==> config.mk <==
export PLATFORM = sky130hd
export DESIGN_NAME = serial_frame_parser_xor_fcs
export DESIGN_NICKNAME = d
export VERILOG_FILES = /design/src/sv/sfp_pkg.sv /design/src/sv/serial_frame_parser_xor_fcs.sv /design/src/sv/sfp_ram.sv /design/src/sv/sfp_front.sv /design/src/sv/sfp_queue.sv /design/src/sv/sfp_back.sv
export SDC_FILE = /design/constraint.sdc
export NUM_CORES = 1
export LEC_CHECK = 0
export ABC_AREA = 0
export BUFFER_PORTS_ARGS = -buffer_cell sky130_fd_sc_hd__buf_4
export CORE_MARGIN = 1.5
export CORE_UTILIZATION = 45
export CTS_BUF_LIST = sky130_fd_sc_hd__clkbuf_8
export CTS_CLUSTER_SIZE = 30
export DETAILED_ROUTE_END_ITERATION = 12
export PLACE_DENSITY = 0.59
export SYNTH_ARGS = -nofsm -noshare
export SYNTH_HDL_FRONTEND = slang
export SYNTH_SLANG_ARGS = --single-unit
==> constraint.sdc <==
create_clock -name clock -period 3 [get_ports clock]
set_input_delay 0.45 -clock clock [delete_from_list [all_inputs] [get_ports clock]]
set_output_delay 0.45 -clock clock [all_outputs]
set_load 0.1 [all_outputs]
==> src/sv/sfp_pkg.sv <==
// Shared constants and types for the serial frame parser with XOR frame check.
package sfp_pkg;

   localparam logic [7:0] START_BYTE = 8'hFE;
   localparam int MAX_PAYLOAD = 64;
   localparam int STORE_DEPTH = 64;
   localparam int LEN_W = 7;
   localparam int POS_W = 6;
   localparam int RAM_DEPTH = 2 * STORE_DEPTH;
   localparam int RAM_AW = POS_W + 1;

   typedef struct packed {
      logic [7:0]       cmd_hi;
      logic [7:0]       cmd_lo;
      logic [LEN_W-1:0] len;
      logic             bank;
   } frame_desc_type;

   typedef struct packed {
      logic              en;
      logic [RAM_AW-1:0] addr;
      logic [7:0]        data;
   } ram_wr_type;

   typedef struct packed {
      logic           push;
      frame_desc_type desc;
   } desc_push_type;

endpackage

==> src/sv/serial_frame_parser_xor_fcs.sv <==
// Serial frame parser with XOR frame check: top level.
// Input channel (req_*): one received byte per beat. The parser hunts for
// the start byte 0xFE, then takes length, two command bytes, the payload
// and the XOR check byte. Bytes are taken one per cycle unless stalled.
// Result channel (rsp_*): a good frame gives one beat per payload byte,
// rsp_last on the final one; an empty frame gives one beat with
// rsp_has_data low.
// After the edge that accepts its check byte, the first beat of a frame passes
// the descriptor queue, a registered RAM read with one stage and the output
// register to rsp_valid; the run drains at one beat per cycle unless stalled.
// Throughput: one byte per cycle. The payload store holds two banks, so one
// frame can drain while the next one fills; with both banks owned by frames
// not yet fully read out, req_ready drops on payload and check bytes until
// the back end has issued the last read of the oldest frame.
// A stalled receiver holds the output register; the front end keeps parsing
// until both banks are taken.
// Reset (synchronous, active high) returns the parser to hunting and
// empties the descriptor queue and the output stage; no clearing pass.
module serial_frame_parser_xor_fcs
   import sfp_pkg::*;
(
   input  logic             clock,
   input  logic             reset,
   input  logic             req_valid,
   output logic             req_ready,
   input  logic [7:0]       req_rx_byte,
   output logic             rsp_valid,
   input  logic             rsp_ready,
   output logic [7:0]       rsp_command_high,
   output logic [7:0]       rsp_command_low,
   output logic [LEN_W-1:0] rsp_payload_length,
   output logic             rsp_has_data,
   output logic [7:0]       rsp_data_byte,
   output logic [POS_W-1:0] rsp_byte_position,
   output logic             rsp_last
);

   ram_wr_type        ram_wr;
   desc_push_type     desc_push;
   frame_desc_type    q_head;
   logic              q_valid, q_full, pop;
   logic              rd_en;
   logic [RAM_AW-1:0] rd_addr;
   logic [7:0]        rd_data;

   sfp_front u_front (
      .clock       (clock),
      .reset       (reset),
      .req_valid   (req_valid),
      .req_ready   (req_ready),
      .req_rx_byte (req_rx_byte),
      .q_full      (q_full),
      .ram_wr      (ram_wr),
      .desc_push   (desc_push)
   );

   sfp_ram #(
      .DATA_W (8),
      .DEPTH  (RAM_DEPTH)
   ) u_ram (
      .clock   (clock),
      .wr_en   (ram_wr.en),
      .wr_addr (ram_wr.addr),
      .wr_data (ram_wr.data),
      .rd_en   (rd_en),
      .rd_addr (rd_addr),
      .rd_data (rd_data)
   );

   sfp_queue u_queue (
      .clock     (clock),
      .reset     (reset),
      .desc_push (desc_push),
      .pop       (pop),
      .q_valid   (q_valid),
      .q_full    (q_full),
      .q_head    (q_head)
   );

   sfp_back u_back (
      .clock              (clock),
      .reset              (reset),
      .q_valid            (q_valid),
      .q_head             (q_head),
      .pop                (pop),
      .rd_en              (rd_en),
      .rd_addr            (rd_addr),
      .rd_data            (rd_data),
      .rsp_valid          (rsp_valid),
      .rsp_ready          (rsp_ready),
      .rsp_command_high   (rsp_command_high),
      .rsp_command_low    (rsp_command_low),
      .rsp_payload_length (rsp_payload_length),
      .rsp_has_data       (rsp_has_data),
      .rsp_data_byte      (rsp_data_byte),
      .rsp_byte_position  (rsp_byte_position),
      .rsp_last           (rsp_last)
   );

endmodule

==> src/sv/sfp_ram.sv <==
// Generic single-write, single-read RAM with registered read data.
module sfp_ram #(
   parameter int DATA_W = 8,
   parameter int DEPTH = 128
) (
   input  logic                     clock,
   input  logic                     wr_en,
   input  logic [$clog2(DEPTH)-1:0] wr_addr,
   input  logic [DATA_W-1:0]        wr_data,
   input  logic                     rd_en,
   input  logic [$clog2(DEPTH)-1:0] rd_addr,
   output logic [DATA_W-1:0]        rd_data
);

   logic [DATA_W-1:0] mem [DEPTH];
   logic [DATA_W-1:0] rd_data_ff;

   always_ff @(posedge clock) begin
      if (wr_en) begin
         mem[wr_addr] <= wr_data;
      end
      if (rd_en) begin
         rd_data_ff <= mem[rd_addr];
      end
   end

   assign rd_data = rd_data_ff;

endmodule

==> src/sv/sfp_front.sv <==
// Front end: byte parser, payload store writes and frame descriptor push.
module sfp_front
   import sfp_pkg::*;
(
   input  logic          clock,
   input  logic          reset,
   input  logic          req_valid,
   output logic          req_ready,
   input  logic [7:0]    req_rx_byte,
   input  logic          q_full,
   output ram_wr_type    ram_wr,
   output desc_push_type desc_push
);

   typedef enum logic [2:0] {
      PH_HUNT, PH_LEN, PH_CMD_HI, PH_CMD_LO, PH_DATA, PH_CHECK
   } phase_type;

   phase_type        phase_ff, phase_in;
   logic [LEN_W-1:0] len_ff, len_in;
   logic [7:0]       cmd_hi_ff, cmd_hi_in;
   logic [7:0]       cmd_lo_ff, cmd_lo_in;
   logic [LEN_W-1:0] fill_ff, fill_in;
   logic [7:0]       chk_ff, chk_in;
   logic             bank_ff, bank_in;
   logic             beat;
   logic [LEN_W-1:0] fill_next;
   logic [7:0]       b;

   assign b = req_rx_byte;
   assign req_ready = !(((phase_ff == PH_DATA) || (phase_ff == PH_CHECK)) && q_full);
   assign beat = req_valid && req_ready;
   assign fill_next = fill_ff + LEN_W'(1);

   always_comb begin
      phase_in  = phase_ff;
      len_in    = len_ff;
      cmd_hi_in = cmd_hi_ff;
      cmd_lo_in = cmd_lo_ff;
      fill_in   = fill_ff;
      chk_in    = chk_ff;
      bank_in   = bank_ff;
      ram_wr.en   = 1'b0;
      ram_wr.addr = {bank_ff, fill_ff[POS_W-1:0]};
      ram_wr.data = b;
      desc_push.push = 1'b0;
      desc_push.desc.cmd_hi = cmd_hi_ff;
      desc_push.desc.cmd_lo = cmd_lo_ff;
      desc_push.desc.len    = len_ff;
      desc_push.desc.bank   = bank_ff;
      if (beat) begin
         unique case (phase_ff)
            PH_HUNT: begin
               if (b == START_BYTE) phase_in = PH_LEN;
            end
            PH_LEN: begin
               if (b > 8'(MAX_PAYLOAD)) begin
                  phase_in = (b == START_BYTE) ? PH_LEN : PH_HUNT;
                  len_in = '0; cmd_hi_in = '0; cmd_lo_in = '0; fill_in = '0; chk_in = '0;
               end else begin
                  len_in   = b[LEN_W-1:0];
                  chk_in   = b;
                  phase_in = PH_CMD_HI;
               end
            end
            PH_CMD_HI: begin
               cmd_hi_in = b;
               chk_in    = chk_ff ^ b;
               phase_in  = PH_CMD_LO;
            end
            PH_CMD_LO: begin
               cmd_lo_in = b;
               chk_in    = chk_ff ^ b;
               fill_in   = '0;
               phase_in  = (len_ff != '0) ? PH_DATA : PH_CHECK;
            end
            PH_DATA: begin
               ram_wr.en = 1'b1;
               chk_in    = chk_ff ^ b;
               fill_in   = fill_next;
               if (fill_next >= len_ff) phase_in = PH_CHECK;
            end
            PH_CHECK: begin
               if (chk_ff != b) begin
                  phase_in = (b == START_BYTE) ? PH_LEN : PH_HUNT;
               end else begin
                  desc_push.push = 1'b1;
                  bank_in  = !bank_ff;
                  phase_in = PH_HUNT;
               end
               len_in = '0; cmd_hi_in = '0; cmd_lo_in = '0; fill_in = '0; chk_in = '0;
            end
            default: begin
               phase_in = PH_HUNT;
               len_in = '0; cmd_hi_in = '0; cmd_lo_in = '0; fill_in = '0; chk_in = '0;
            end
         endcase
      end
   end

   always_ff @(posedge clock) begin
      if (reset) begin
         phase_ff  <= PH_HUNT;
         len_ff    <= '0;
         cmd_hi_ff <= '0;
         cmd_lo_ff <= '0;
         fill_ff   <= '0;
         chk_ff    <= '0;
         bank_ff   <= 1'b0;
      end else begin
         phase_ff  <= phase_in;
         len_ff    <= len_in;
         cmd_hi_ff <= cmd_hi_in;
         cmd_lo_ff <= cmd_lo_in;
         fill_ff   <= fill_in;
         chk_ff    <= chk_in;
         bank_ff   <= bank_in;
      end
   end

endmodule

==> src/sv/sfp_queue.sv <==
// Two-entry queue of accepted frame descriptors, one per payload bank.
module sfp_queue
   import sfp_pkg::*;
(
   input  logic           clock,
   input  logic           reset,
   input  desc_push_type  desc_push,
   input  logic           pop,
   output logic           q_valid,
   output logic           q_full,
   output frame_desc_type q_head
);

   frame_desc_type entry_ff [2];
   logic           wr_ptr_ff, wr_ptr_in;
   logic           rd_ptr_ff, rd_ptr_in;
   logic [1:0]     count_ff, count_in;
   logic           do_pop;

   assign q_valid = (count_ff != 2'd0);
   assign q_full  = (count_ff == 2'd2);
   assign q_head  = entry_ff[rd_ptr_ff];
   assign do_pop  = pop && q_valid;

   always_comb begin
      wr_ptr_in = wr_ptr_ff ^ desc_push.push;
      rd_ptr_in = rd_ptr_ff ^ do_pop;
      count_in  = count_ff + 2'(desc_push.push) - 2'(do_pop);
   end

   always_ff @(posedge clock) begin
      if (desc_push.push) begin
         entry_ff[wr_ptr_ff] <= desc_push.desc;
      end
      if (reset) begin
         wr_ptr_ff <= 1'b0;
         rd_ptr_ff <= 1'b0;
         count_ff  <= 2'd0;
      end else begin
         wr_ptr_ff <= wr_ptr_in;
         rd_ptr_ff <= rd_ptr_in;
         count_ff  <= count_in;
      end
   end

endmodule

==> src/sv/sfp_back.sv <==
// Back end: reads the payload bank of the head frame and drives result beats.
module sfp_back
   import sfp_pkg::*;
(
   input  logic             clock,
   input  logic             reset,
   input  logic             q_valid,
   input  frame_desc_type   q_head,
   output logic             pop,
   output logic             rd_en,
   output logic [RAM_AW-1:0] rd_addr,
   input  logic [7:0]       rd_data,
   output logic             rsp_valid,
   input  logic             rsp_ready,
   output logic [7:0]       rsp_command_high,
   output logic [7:0]       rsp_command_low,
   output logic [LEN_W-1:0] rsp_payload_length,
   output logic             rsp_has_data,
   output logic [7:0]       rsp_data_byte,
   output logic [POS_W-1:0] rsp_byte_position,
   output logic             rsp_last
);

   logic [POS_W-1:0] idx_ff, idx_in;
   logic             s1_valid_ff, s1_valid_in;
   logic [7:0]       s1_cmd_hi_ff, s1_cmd_lo_ff;
   logic [LEN_W-1:0] s1_len_ff;
   logic             s1_has_ff, s1_last_ff;
   logic [POS_W-1:0] s1_pos_ff;
   logic             out_valid_ff, out_valid_in;
   logic [7:0]       out_cmd_hi_ff, out_cmd_lo_ff, out_data_ff;
   logic [LEN_W-1:0] out_len_ff;
   logic             out_has_ff, out_last_ff;
   logic [POS_W-1:0] out_pos_ff;
   logic             out_load, issue, issue_last, issue_has;

   assign out_load   = s1_valid_ff && (!out_valid_ff || rsp_ready);
   assign issue      = q_valid && (!s1_valid_ff || out_load);
   assign issue_has  = (q_head.len != '0);
   assign issue_last = !issue_has || ((LEN_W'(idx_ff) + LEN_W'(1)) == q_head.len);
   assign pop        = issue && issue_last;
   assign rd_en      = issue;
   assign rd_addr    = {q_head.bank, idx_ff};

   always_comb begin
      idx_in = idx_ff;
      if (issue) idx_in = issue_last ? '0 : idx_ff + POS_W'(1);
      s1_valid_in  = issue || (s1_valid_ff && !out_load);
      out_valid_in = out_load || (out_valid_ff && !rsp_ready);
   end

   always_ff @(posedge clock) begin
      if (issue) begin
         s1_cmd_hi_ff <= q_head.cmd_hi;
         s1_cmd_lo_ff <= q_head.cmd_lo;
         s1_len_ff    <= q_head.len;
         s1_has_ff    <= issue_has;
         s1_last_ff   <= issue_last;
         s1_pos_ff    <= idx_ff;
      end
      if (out_load) begin
         out_cmd_hi_ff <= s1_cmd_hi_ff;
         out_cmd_lo_ff <= s1_cmd_lo_ff;
         out_len_ff    <= s1_len_ff;
         out_has_ff    <= s1_has_ff;
         out_last_ff   <= s1_last_ff;
         out_pos_ff    <= s1_pos_ff;
         out_data_ff   <= s1_has_ff ? rd_data : 8'd0;
      end
      if (reset) begin
         idx_ff       <= '0;
         s1_valid_ff  <= 1'b0;
         out_valid_ff <= 1'b0;
      end else begin
         idx_ff       <= idx_in;
         s1_valid_ff  <= s1_valid_in;
         out_valid_ff <= out_valid_in;
      end
   end

   assign rsp_valid          = out_valid_ff;
   assign rsp_command_high   = out_cmd_hi_ff;
   assign rsp_command_low    = out_cmd_lo_ff;
   assign rsp_payload_length = out_len_ff;
   assign rsp_has_data       = out_has_ff;
   assign rsp_data_byte      = out_data_ff;
   assign rsp_byte_position  = out_pos_ff;
   assign rsp_last           = out_last_ff;

endmodule

==> run metrics <==
period utilization 99.3%; # nets final 2684; vias in the first global route around 24000; share of cells above drive strength 1 a little under a third; total grt overflow 0; largest net degree at the start of global routing between 100 and 150; asr flop ratio synth 0%; CP required between 3 and 4 ns; max cap viols 0; crit path DAT approximately 3.7 ns; RSZ-0062 raised after global routing true; total track usage a little over a fifth; clock buffer depth 3; worst path cell trace nand2_1 -> or2_2 -> o22ai_1 -> nor4_1 -> mux4_2; Die X around 320 um; Die ar. about 100000 um2; CP endpoint kind register; Final Max Slew Viols 0; DR iter-0 viols 2399; CP max stage delay roughly 0.96 ns; GP Congestion between 0.8 and 0.9; antenna viol nets, final 0; status finished clean; Wirelength per Cell ~26 um; WL final 110000 um; drt pass-1 iters 7; CTS tree yes; Static Leak roughly 17 nW; Mapped Cells about 2300; average cell area after synthesis between 20 and 25 um2; Vias 23700; worst hold path type input pin to register; TritonCTS buffer count 191; crit-path max FO 23; IO buf count between 50 and 60; Ys Warns 0; Fill cells ~8000; most frequent cells in the layout edfxtp_1, buf_4, mux4_2; area grow syn2layout 16.7%; Multi-input gate area 9780 um2; Main synth FF type edfxtp_1; Placed Cells incl. Taps around 3800; Reg area 35600 um2; synthesized flop and latch total between 1000 and 1500; H-Tree Depth 4; Peak supply drop 372 uV; Slew HR between 20 and 25%; distinct cell type count of the synthesized netlist 53; FMAX ~340 MHz; CTS Root Buffer Type clkbuf_8; crit path launch type register; Fin. Hold Viols 0; slowest CP cell nor4_1; P per Cell Area around 600 nW/um2; initial antenna violation count 10; drt drc 0; mapped cell area 46000 um2; Sink Count approximately 1200; hpwl dp 66800 um; insertion delay to the later sink of the worst-skew pair between 0.8 and 0.9 ns; synth top area cells edfxtp_1, mux4_2, dfxtp_1; number of I/O pins 53; Non-Filler Instances roughly 4200; Post-Syn Nets 2300; largest area contributor in the synthesized netlist edfxtp_1; via/cell ratio around 5.7; initial core utilization ~45%; Clock Pin Slew Worst Setup and Hold Paths roughly 0.06 ns; row count 117; die height between 300 and 400 um; worst clock skew between 0.06 and 0.07 ns; Period minus WS final between 2 and 3 ns; Slew @ Worst Pin about 1.1 ns; first-pass GRT wire length approximately 160000 um; WS Path Type register to register; sequential element share of the synthesized area just under 80%; Synth top area share between 70% and 80%; final setup fails 0; commonest non-fill, non-tap cell in the layout edfxtp_1; Post-synth EDFFs approximately 1200; Placeable Area 102000 um2; post-route setup TNS 0 ns
==> critical path: cells and delay by family, from the launching register on <==
kind / cells / cell delay [ns]
and+or+nand+nor: 3 / 1.72
muxes: 1 / 0.43
DFF: 1 / 0.41
AOI/OAI and AO/OA: 1 / 0.26
==> routing by layer <==
layer | track usage, % | vias to the layer above | wire [um] | share of wire, %
met2 | 34.4 | 934 | 53300 | 48
met1 | 29.5 | 12400 | 46200 | 42
li1 | - | 10200 | - | -
met5 | 0 | - | 25 | 0.023
met3 | 4.40 | 192 | 7670 | 7.0
met4 | 6.97 | 4 | 3020 | 2.7
==> logic make-up (layout without fill, tap and decap cells) <==
kind of cell | after synthesis | count (layout) | share of synthesized area [%]
flops | 1204 | 1204 | 77.5
compound gates | 226 | 226 | 3.04
mux | 290 | 290 | 13.6
other cells | 0 | 2 | 0
fa+ha+maj | 13 | 13 | 0.354
simple gates | 372 | 372 | 3.77
xor+xnor | 22 | 22 | 0.419
buf+inv | 148 | 686 | 1.38
==> final cells by class <==
class                      instances  area share [%]
timing repair buffer             320            5.17
inverter                          19           0.140
multi-input combinational        923            18.2
clock buffer                     194            4.98
antenna                            2         0.00933
tap                             1368            3.19
sequential                      1204            66.4
clock inverter                   153            1.87
==> power by group <==
part / internal [W] / switching (W)
Sequential: 0.0184 / 0.0000000477
Clock: 0.00696 / 0.00645
Combinational: 0.0000421 / 0.000299
==> worst paths after layout <==
| check | to | from | slack, ns | cells after the start |
|---|---|---|---|---|
| setup / recovery | u_ram.rd_data[6]$_DFFE_PP_ | u_back.idx_ff[4]$_SDFFE_PP0P_ | 0.02 | 5 |
| hold / removal | u_back.rsp_valid$_SDFF_PP0_ | reset | 0.09 | 2 |
| setup reg to reg | u_ram.rd_data[6]$_DFFE_PP_ | u_back.idx_ff[4]$_SDFFE_PP0P_ | 0.02 | 5 |
| hold reg to reg | u_back.rsp_command_low[1]$_DFFE_PP_ | u_back.s1_cmd_lo_ff[1]$_DFFE_PP_ | 0.42 | 0 |
==> synthesized netlist by cell type (14+ instances only) <==
cell      count
buf_1        21
buf_2        35
xor2_1       14
nand2_1      57
nand3_1      44
a21oi_1      43
clkbuf_1     65
o22ai_1     129
dfxtp_1      54
o21ai_0      25
edfxtp_1   1150
nor2_1      167
mux4_2      264
nor4_1       35
mux2_2       21
inv_1        19
==> registers in the layout (all words and copies together) (netlist names), 2 cells and up <==
register and cells:
u_back.idx_ff 6, u_back.rsp_byte_position 6, u_back.rsp_command_high 8, u_back.rsp_command_low 8, u_back.rsp_data_byte 8, u_back.rsp_payload_length 7
u_back.s1_cmd_hi_ff 8, u_back.s1_cmd_lo_ff 8, u_back.s1_len_ff 7, u_back.s1_pos_ff 6, u_front.chk_ff 8, u_front.cmd_hi_ff 8
u_front.cmd_lo_ff 8, u_front.fill_ff 7, u_front.len_ff 7, u_front.phase_ff 3, u_queue.count_ff 2, u_queue.entry_ff 48
u_ram.mem 1024, u_ram.rd_data 8
==> metrics by stage <==
step | util [%] | hold WS, ns | power (W) | setup WS (ns) | cell area [um2]
after floorplan | - | 0.400 | 0.0188 | 0.0178 | 46000
after global placement | 49.0 | 0.401 | 0.0190 | -0.174 | 49800
after detailed placement | 49.0 | 0.405 | 0.0191 | -0.241 | 49800
after CTS | 52.7 | 0.0182 | 0.0324 | 0.00342 | 53600
after global routing | 52.8 | 0.0780 | 0.0331 | -0.0417 | 53700
final | 52.8 | 0.0948 | 0.0321 | 0.0197 | 53700
==> timing repair <==
item,CTS,global route
setup endpoints to repair,4,8
hold buffers,9,0
buffers inserted,0,1
gates cloned,0,1
pin swaps,0,4
hold endpoints to repair,28,0
resized for setup,4,8
(Power assumes the default switching activity.)
